### src/design/lfu_pkg.sv
// package for the lfu cache: sizes, codes, entry layout and sequencer states
package lfu_pkg;

  localparam int ENTRIES = 16;
  localparam int IDX_W   = (ENTRIES > 1) ? $clog2(ENTRIES) : 1;
  localparam int OCC_W   = $clog2(ENTRIES + 1);
  localparam int CAP_W   = 5;
  localparam int DATA_W  = 32;
  localparam int ADDR_W  = 3;

  localparam logic [CAP_W-1:0]  CAP_RESET  = 5'd16;
  localparam logic [DATA_W-1:0] MISS_VALUE = '1;
  localparam logic [DATA_W-1:0] COUNT_MAX  = '1;

  // register index on the configuration port
  localparam logic REG_CAPACITY = 1'b0;

  localparam logic CMD_GET = 1'b0;
  localparam logic CMD_PUT = 1'b1;

  typedef struct packed {
    logic [DATA_W-1:0] key;
    logic [DATA_W-1:0] value;
    logic [DATA_W-1:0] count;
    logic [DATA_W-1:0] stamp;
  } entry_t;

  typedef enum logic [1:0] {
    ST_IDLE,
    ST_SCAN,
    ST_FINISH
  } lfu_state_t;

endpackage

### src/design/lfu_cache_lookup_evict_top.sv
// lfu cache top level: entry memory, slot scan sequencer, update and result registers
//
// Each item walks the single read port of the entry memory over every slot, one a
// cycle, to find the key, the free slot and the eviction victim; then the finish
// state writes the touched or inserted entry back and the result is shown on the
// out_ ports for one cycle, marked by out_valid, while busy is already low. With
// capacity zero an item skips the walk and goes straight to the finish state. The
// receiver cannot stall results.
module lfu_cache_lookup_evict_top (
  input  logic                       clk,
  input  logic                       rst_n,
  input  logic                       start,
  output logic                       busy,
  input  logic                       in_cmd,
  input  logic signed [31:0]         in_key,
  input  logic signed [31:0]         in_value,
  output logic                       out_valid,
  output logic signed [31:0]         out_read_value,
  output logic                       out_hit,
  output logic                       out_evicted,
  output logic signed [31:0]         out_evicted_key,
  output logic                       out_status,
  input  logic                       psel,
  input  logic                       penable,
  input  logic                       pwrite,
  input  logic [lfu_pkg::ADDR_W-1:0] paddr,
  input  logic [31:0]                pwdata,
  output logic [31:0]                prdata,
  output logic                       pready
);
  import lfu_pkg::*;

  lfu_state_t state_r, state_nxt;

  logic [CAP_W-1:0]  cap_r;
  logic [DATA_W-1:0] cap_eff;
  logic              cap_zero;

  logic [DATA_W-1:0] tick_r;
  logic              ovf_r;
  logic [ENTRIES-1:0] valid_r;

  // captured item
  logic              op_cmd_r;
  logic [DATA_W-1:0] op_key_r;
  logic [DATA_W-1:0] op_value_r;

  // scan pipeline
  logic [OCC_W-1:0]  cnt_r;
  logic              rvalid_r;
  logic [IDX_W-1:0]  ridx_r;
  entry_t            rdata_r;
  entry_t            mem [ENTRIES];

  // scan results
  logic              match_found_r;
  logic [IDX_W-1:0]  match_idx_r;
  logic [DATA_W-1:0] match_val_r;
  logic [DATA_W-1:0] match_cnt_r;
  logic              free_found_r;
  logic [IDX_W-1:0]  free_idx_r;
  logic              vic_found_r;
  logic [IDX_W-1:0]  vic_idx_r;
  logic [DATA_W-1:0] vic_key_r;
  logic [DATA_W-1:0] vic_cnt_r;
  logic [DATA_W-1:0] vic_stamp_r;
  logic [OCC_W-1:0]  used_r;

  // sequencer controls
  logic accept;
  logic scan_issue;
  logic finishing;

  // update path
  logic              rd_valid_entry;
  logic              take_victim;
  logic              mem_we;
  logic [IDX_W-1:0]  waddr;
  entry_t            wdata;
  logic              advance;
  logic [DATA_W-1:0] tick_inc;
  logic              ovf_nxt;
  logic              evict;
  logic [DATA_W-1:0] res_value;
  logic              res_hit;

  assign cap_eff  = (DATA_W'(cap_r) > DATA_W'(ENTRIES)) ? DATA_W'(ENTRIES) : DATA_W'(cap_r);
  assign cap_zero = (cap_eff == '0);

  // configuration port
  assign pready = 1'b1;
  assign prdata = 32'(cap_r);

  always_ff @(posedge clk) begin
    if (!rst_n) begin
      cap_r <= CAP_RESET;
    end else if (psel && penable && pwrite && (paddr[ADDR_W-1] == REG_CAPACITY)) begin
      cap_r <= pwdata[CAP_W-1:0];
    end
  end

  // next state
  always_comb begin
    state_nxt = state_r;
    case (state_r)
      ST_IDLE: begin
        if (start) begin
          state_nxt = cap_zero ? ST_FINISH : ST_SCAN;
        end
      end
      ST_SCAN: begin
        if (cnt_r == OCC_W'(ENTRIES)) begin
          state_nxt = ST_FINISH;
        end
      end
      ST_FINISH: state_nxt = ST_IDLE;
      default:   state_nxt = ST_IDLE;
    endcase
  end

  // sequencer outputs
  always_comb begin
    busy       = 1'b1;
    scan_issue = 1'b0;
    finishing  = 1'b0;
    case (state_r)
      ST_IDLE: busy = 1'b0;
      ST_SCAN: begin
        scan_issue = (cnt_r < OCC_W'(ENTRIES));
      end
      ST_FINISH: finishing = 1'b1;
      default:   busy = 1'b1;
    endcase
  end

  assign accept = start && !busy;

  always_ff @(posedge clk) begin
    if (!rst_n) begin
      state_r <= ST_IDLE;
    end else begin
      state_r <= state_nxt;
    end
  end

  always_ff @(posedge clk) begin
    if (accept) begin
      op_cmd_r   <= in_cmd;
      op_key_r   <= in_key;
      op_value_r <= in_value;
    end
  end

  // address counter and read-data tag
  always_ff @(posedge clk) begin
    if (!rst_n) begin
      cnt_r    <= '0;
      rvalid_r <= 1'b0;
    end else begin
      rvalid_r <= scan_issue;
      if (accept) begin
        cnt_r <= '0;
      end else if (scan_issue) begin
        cnt_r <= cnt_r + 1'b1;
      end
    end
  end

  always_ff @(posedge clk) begin
    ridx_r <= cnt_r[IDX_W-1:0];
  end

  // entry memory, one read and one write port
  always_ff @(posedge clk) begin
    rdata_r <= mem[cnt_r[IDX_W-1:0]];
    if (mem_we) begin
      mem[waddr] <= wdata;
    end
  end

  assign rd_valid_entry = rvalid_r && valid_r[ridx_r];

  // lower count wins, then older stamp; ties keep the lower slot
  assign take_victim = !vic_found_r || (rdata_r.count < vic_cnt_r) ||
                       ((rdata_r.count == vic_cnt_r) && (rdata_r.stamp < vic_stamp_r));

  always_ff @(posedge clk) begin
    if (!rst_n || accept) begin
      match_found_r <= 1'b0;
      free_found_r  <= 1'b0;
      vic_found_r   <= 1'b0;
      used_r        <= '0;
    end else if (rvalid_r) begin
      if (rd_valid_entry) begin
        used_r <= used_r + 1'b1;
        if (!match_found_r && (rdata_r.key == op_key_r)) begin
          match_found_r <= 1'b1;
        end
        if (take_victim) begin
          vic_found_r <= 1'b1;
        end
      end else if (!free_found_r) begin
        free_found_r <= 1'b1;
      end
    end
  end

  always_ff @(posedge clk) begin
    if (rd_valid_entry) begin
      if (!match_found_r && (rdata_r.key == op_key_r)) begin
        match_idx_r <= ridx_r;
        match_val_r <= rdata_r.value;
        match_cnt_r <= rdata_r.count;
      end
      if (take_victim) begin
        vic_idx_r   <= ridx_r;
        vic_key_r   <= rdata_r.key;
        vic_cnt_r   <= rdata_r.count;
        vic_stamp_r <= rdata_r.stamp;
      end
    end else if (rvalid_r && !free_found_r) begin
      free_idx_r <= ridx_r;
    end
  end

  // write-back and result
  assign tick_inc = tick_r + 1'b1;

  always_comb begin
    mem_we    = 1'b0;
    waddr     = match_idx_r;
    wdata     = '{key: op_key_r, value: op_value_r, count: DATA_W'(1), stamp: tick_inc};
    advance   = 1'b0;
    evict     = 1'b0;
    res_hit   = 1'b0;
    res_value = '0;
    if (finishing) begin
      if (cap_zero) begin
        res_value = (op_cmd_r == CMD_GET) ? MISS_VALUE : '0;
      end else if (match_found_r) begin
        res_hit     = 1'b1;
        mem_we      = 1'b1;
        advance     = 1'b1;
        waddr       = match_idx_r;
        wdata.value = (op_cmd_r == CMD_PUT) ? op_value_r : match_val_r;
        wdata.count = (match_cnt_r == COUNT_MAX) ? match_cnt_r : match_cnt_r + 1'b1;
        res_value   = (op_cmd_r == CMD_GET) ? match_val_r : '0;
      end else if (op_cmd_r == CMD_GET) begin
        res_value = MISS_VALUE;
      end else begin
        evict   = (DATA_W'(used_r) >= cap_eff) && vic_found_r;
        waddr   = evict ? vic_idx_r : free_idx_r;
        mem_we  = evict || free_found_r;
        advance = mem_we;
      end
    end
  end

  assign ovf_nxt = ovf_r || (advance && (tick_inc == '0));

  always_ff @(posedge clk) begin
    if (!rst_n) begin
      tick_r  <= '0;
      ovf_r   <= 1'b0;
      valid_r <= '0;
    end else begin
      ovf_r <= ovf_nxt;
      if (advance) begin
        tick_r <= tick_inc;
      end
      if (mem_we) begin
        valid_r[waddr] <= 1'b1;
      end
    end
  end

  always_ff @(posedge clk) begin
    if (!rst_n) begin
      out_valid <= 1'b0;
    end else begin
      out_valid <= finishing;
    end
  end

  always_ff @(posedge clk) begin
    if (finishing) begin
      out_read_value  <= res_value;
      out_hit         <= res_hit;
      out_evicted     <= evict;
      out_evicted_key <= evict ? vic_key_r : '0;
      out_status      <= ovf_nxt;
    end
  end

endmodule

### config.mk
export PLATFORM = sky130hd
export DESIGN_NAME = lfu_cache_lookup_evict_top
export DESIGN_NICKNAME = d
export VERILOG_FILES = /design/src/design/lfu_pkg.sv /design/src/design/lfu_cache_lookup_evict_top.sv
export SDC_FILE = /design/constraint.sdc
export NUM_CORES = 2
export LEC_CHECK = 0
export BUFFER_PORTS_ARGS = -buffer_cell sky130_fd_sc_hd__buf_2
export CORE_MARGIN = 2
export CORE_UTILIZATION = 55
export DETAILED_ROUTE_END_ITERATION = 10
export GPL_TIMING_DRIVEN = 0
export PLACE_DENSITY_LB_ADDON = 0.2
export SLEW_MARGIN = 20
export SYNTH_ARGS = -nofsm -noshare
export SYNTH_HDL_FRONTEND = slang
export SYNTH_SLANG_ARGS = --single-unit
### constraint.sdc
create_clock -name clk -period 21.2 [get_ports clk]
set_clock_uncertainty 0.15 [all_clocks]
set_input_delay 4.24 -clock clk [delete_from_list [all_inputs] [get_ports clk]]
set_output_delay 4.24 -clock clk [all_outputs]
set_load 0.02 [all_outputs]
After elaboration in Yosys (flattened, before gate mapping)
Memory sizes are Yosys's and may differ from the RTL's. A register that Yosys moved wholly into a read port is not among the register bits. Index checks and enable logic that the tools add are counted.

Register bits: 379. Memory bits (writable): 2048. Bits of input ports: 106. Output and inout port bits: 102. Word-level logic and storage cells: 123. Memories kept: 1.

Memory list: mem (words 16, width 128, read ports 1, clocked after memory_dff 1, wr ports 1, line lfu_cache_lookup_evict_top.sv:53) `entry_t mem [ENTRIES];`.

Add/subtract/negate cells: 4. Order comparisons: 8. Eq/ne operators: 8. Multiplexer cells: 37. Bitwise operators: 4. Reduce and logical (&&, ||, !) cells: 32.

Operator list (count): $mux W32 (6); $mux W64 (3); $add A32 B1 Y32 const B (2); $eq A32 B32 Y1 (2); $logic_not A32 Y1 (2); $lt A32 B32 Y1 (2); $eq A32 B32 Y1 const B (1); $mux W4 (5); $mux W1 (16); $or A16 B16 Y16 (1); $reduce_and A2 Y1 (6); $logic_and A1 B1 Y1 (11); $add A5 B1 Y5 const B (2); $lt A4 B5 Y1 const B (2); $mux W2 (3); $reduce_and A3 Y1 (2); $eq A5 B5 Y1 const B (1); $ge A5 B5 Y1 (1); $gt A5 B5 Y1 const B (1); $logic_or A1 B1 Y1 (5); $lt A5 B5 Y1 const B (1); $mux W5 (1); $bmux W1 S4 (1); $demux W1 S4 (1); other kinds (9) (15).

Longest topological paths before layout
Depth in word-level cells: 14. Gate-level depth with buffers: 12. Depth with buffers taken out: 10.

Worst setup path before layout
No wires, ideal clock.

Path type: register to register. Start point: register state_r[0]. End point: memory mem[11][0] (netlist name) (enable). Library setup time: 0.977 ns. Data arrival time: 16.231 ns. Required time: 20.073 ns. Path slack: 3.842 ns. Stages on the path, launching flop included: 7. Buffers on the path: 0. Period minus slack after synthesis: 17.358 ns. Cells stage by stage: dfxtp_1 -> and2b_1 -> o21ai_2 -> nor3b_4 -> nor2_1 -> a21oi_1 -> nor4b_1.

Cells in the longest elaborated chain, start to end: 5. Elaborated cells on any way between the ends: 6. Classes of those cells: eq/ne (1); mux (5).

RTL lines: start, declared (line lfu_cache_lookup_evict_top.sv:33) `lfu_state_t state_r, state_nxt;`; start signal, assigned (line lfu_cache_lookup_evict_top.sv:142) `state_r <= state_nxt;`; $eq A2 B2 Y1 * (line lfu_cache_lookup_evict_top.sv:126) `case (state_r)`; $mux W1 * (line lfu_cache_lookup_evict_top.sv:126); named net finishing (line lfu_cache_lookup_evict_top.sv:72) `logic finishing;`; $mux W1 (line lfu_cache_lookup_evict_top.sv:237) `if (finishing) begin`; $mux W1 (line lfu_cache_lookup_evict_top.sv:176) `if (mem_we) begin`; $mux W1 (not written as such) (line lfu_cache_lookup_evict_top.sv:177) `mem[waddr] <= wdata;`; end, declared (line lfu_cache_lookup_evict_top.sv:53).

Mark *: on every way through the listed nets, which the timed path passes. The rest lies on a longest branch.

Worst setup path after layout
Start point: register state_r[1]. End point: output busy.

Cells in the longest elaborated chain, start to end: 2.

RTL lines: $logic_not A2 Y1 (line lfu_cache_lookup_evict_top.sv:126); $mux W1 (line lfu_cache_lookup_evict_top.sv:126); end, declared (line lfu_cache_lookup_evict_top.sv:13) `output logic busy,`.

Every way passes these cells.

==> results.md <==
* Clk pwr share at 0.431
* Highest Signal Layer: met4
* VDD IR max at 72.0 uV
* Xor-xnor portion of the synthesized cell area at 0.0104
* CTS tree: done
* Overall via count from detail_route at 46.9k
* CTS Buffer Depth at 3
* Least-Margin Pin Slew at 1130 ps
* Top-area cell type share of the netlist area at 0.733
* Met3 Wirelength at 17000 um
* # IOs at 208
* H-tree depth at 4
* Final nets at 5235
* Clock slew at reported path FFs at 70 ps
* Int Pwr at 8.27 mW
* Hold Buf Count CTS at 0
* Beginning of the critical path: state_r[1]
* Critical Path RT at 16810 ps
* GP Congestion at 0.809
* Post-CTS Setup Inserts at 0
* #FFs+latches synth at 2555
* Initial antenna violation count at 3
* Total Wirelength at 230000 um
* Vias per cell at 6.18
* Cells taking the most area after synthesis: edfxtp_1, mux4_2, dfxtp_1
* DP HPWL at 149000 um
* Sequential share of the synthesized area at 0.775
* Clk_lat worst skew at 860 ps
* Largest register FFs at 2048
* Largest area contributor in the netlist: edfxtp_1
* Largest net degree at the start of global routing at 35
* Multi-input gate area at 0.0208 mm^2
* Final setup violation count at 0
* Logic pwr share at 0.031
* Status: completed
* Hold Vio Cnt, Final at 0
* Clock tree root buffer cell: clkbuf_16
* DRC at 0
* Area Growth Syn to Fin at 16.9%
* RSZ-0062 raised after global routing: no
* P_leak at 35.2 nW
* Number of DRC markers in iteration 0 at 5349
* Syn avg cell area at 22.0 um^2
* Net Sw Frac at 0.197
* Setup crit start kind: flop
* GR Overflow Total at 0
* Crit-path cells: or2_2, buf_2
* Pre-Repair DR Iteration Count at 6
* Crit. End Element: primary output
* Hold Path Class: flop to flop
* Die Ht at 423 um
* NetSw at 2.03 mW
* Met2 WL at 115000 um
* Port bufs at 150
* Die footprint at 0.179 mm^2
* CP max FO at 4
* Fraction of the mapped netlist area in adder cells at 0.00960
* Slowest Stage Delay on Critical Path at 340 ps
* Fin Setup TNS at 0 ps
* # clock sinks at 2555
* Number of gates resized after cts at 0
* Top flop regs: mem: 2048 flops, rdata_r: 128 flops
* Commonest non-fill, non-tap cell in the layout: edfxtp_1
* Fin crit share at 0.287
* Sequential Area at 0.0747 mm^2
* Core ar. at 0.174 mm^2
* Synth Area in Simple Gates at 0.0263
* CP arrival at 1700 ps
* Launch instance of the worst register-to-register path: cap_r[4]
* GRT Total Usage at 0.260
* Dominant synthesized flop cell: edfxtp_1
* R2r endpoint: mem[7][67]
* Critical Path Sink: busy
* Yosys cell types at 70
* Commonest cells after routing, fill and taps aside: edfxtp_1, mux4_2, buf_2, clkbuf_16, dfxtp_1
* Initial core utilization at 0.554
* Ys Warns at 0
* R2R depth at 19
* Wire length of the first global-routing pass at 334000 um
* Max cap viols at 0
* Layout cells sized above 1 at 0.308
* Vias in the first global route at 47.9k
* Post-layout min period at 6090 ps
* Avg WL per Cell at 30.3 um
* Die width at 423 um
* Post-synthesis compound-gate area fraction at 0.00914
* Mapped cell area at 0.0964 mm^2
* Register share of total power at 0.538
* Detail Route Antenna Nets at 0
* Worst rel slew slack at 0.244
* Main combinational cell family by area after synthesis: multiplexers
* EDFF count, synth at 2352
* Post-synthesis mux area share at 0.156
* Metal-1 WL at 90400 um
* Power density cells at 91.4 mW/mm^2
* Gate Count Post-Synth at 4390
* Layout Utilization at 0.648
* Async S/R FF share, synth at 0
* Fmax at 164 MHz
* Max-slew violations at 0
* Crit path kind: flop to primary output
* Row count at 153
* Worst R2R Setup Slack at 15270 ps
* Reg with most FFs: mem
* Number of buffers created by CTS at 236
* Slowest cell on crit path: or2_2
* Fill cell count at 11.2k
-- Yosys cell counts, types with 4 or more instances --
library cell / count
clkbuf_1: 130
buf_1: 43
xor2_1: 83
nor2_1: 172
or3_1: 24
a21oi_1: 47
nand4b_1: 5
a211oi_1: 6
and3_1: 14
nor4_1: 11
nor3_1: 23
and2_1: 37
buf_2: 19
o21ai_0: 35
a21o_1: 11
or4_1: 4
dfxtp_1: 203
nand2b_1: 7
xnor2_1: 32
o31ai_1: 10
buf_4: 34
ha_1: 74
and4_1: 13
nand3_1: 42
mux4_2: 645
nand4_1: 34
mux2i_1: 10
clkbuf_2: 4
inv_1: 86
edfxtp_1: 2352
o21a_1: 5
nand2_1: 82
mux2_2: 32
nor4b_1: 4
nor2b_1: 5
or2_2: 4
-- area by class of cell --
type / count / area share
Antenna cell: 1 / 0.0000222
Buffer: 230 / 0.00970
Clock buffer: 306 / 0.0573
Clock inverter: 143 / 0.0154
Inverter: 86 / 0.00286
Multi-Input combinational cell: 1545 / 0.184
Sequential cell: 2555 / 0.663
Tap cell: 2325 / 0.0258
Timing Repair Buffer: 401 / 0.0417
-- layer usage --
metal	GRT usage	vias to the layer above
met5	0	-
met4	0.0845	0
met3	0.0364	340
met2	0.430	2056
met1	0.364	25100
li1	-	19400
-- worst max-delay path, delay by kind of cell (launching register included) --
kind / cells / cell delay [ps]
AND/OR/NAND/NOR: 1 / 340
buffers and inverters: 1 / 180
flip-flops: 1 / 330
-- worst min path at each step --
stage,cells past startpoint,to,from
after floorplan,0,ridx_r[2],cnt_r[2]
after global placement,0,ridx_r[3],cnt_r[3]
after detailed placement,0,ridx_r[3],cnt_r[3]
after CTS,0,ridx_r[2],cnt_r[2]
after global routing,0,ridx_r[2],cnt_r[2]
final,0,ridx_r[2],cnt_r[2]
-- stage by stage --
step                std cells  power (mW)  hold slack, ps  cell area, um^2  setup WS, ps
floorplan                4416        5.84             179            96500          3840
global placement         6891        5.96             187           100000        -18570
detailed placement       7142        5.97             188           104000         15330
CTS                      7591        10.4             196           113000         15060
global route             7591        10.6             199           113000         14910
finish                   7592        10.3             196           113000         15110
-- cells by family after synthesis --
family	after synthesis
xor gates and xnor gates	115
AOI/OAI and AO/OA	140
DFF	2555
other	2
buffers and inverters	316
muxes	689
and+or+nand+nor	499
adders and majority gates	74
-- power by group through the flow --
stage	combinational, mW	clock [mW]	sequential, mW
3_3_place_gp	0.310	0	5.65
4_1_cts	0.326	4.49	5.54
2_1_floorplan	0.206	0	5.64
6_report	0.321	4.44	5.54
3_5_place_dp	0.324	0	5.64
5_1_grt	0.341	4.68	5.54
(Power assumes the default switching activity.)
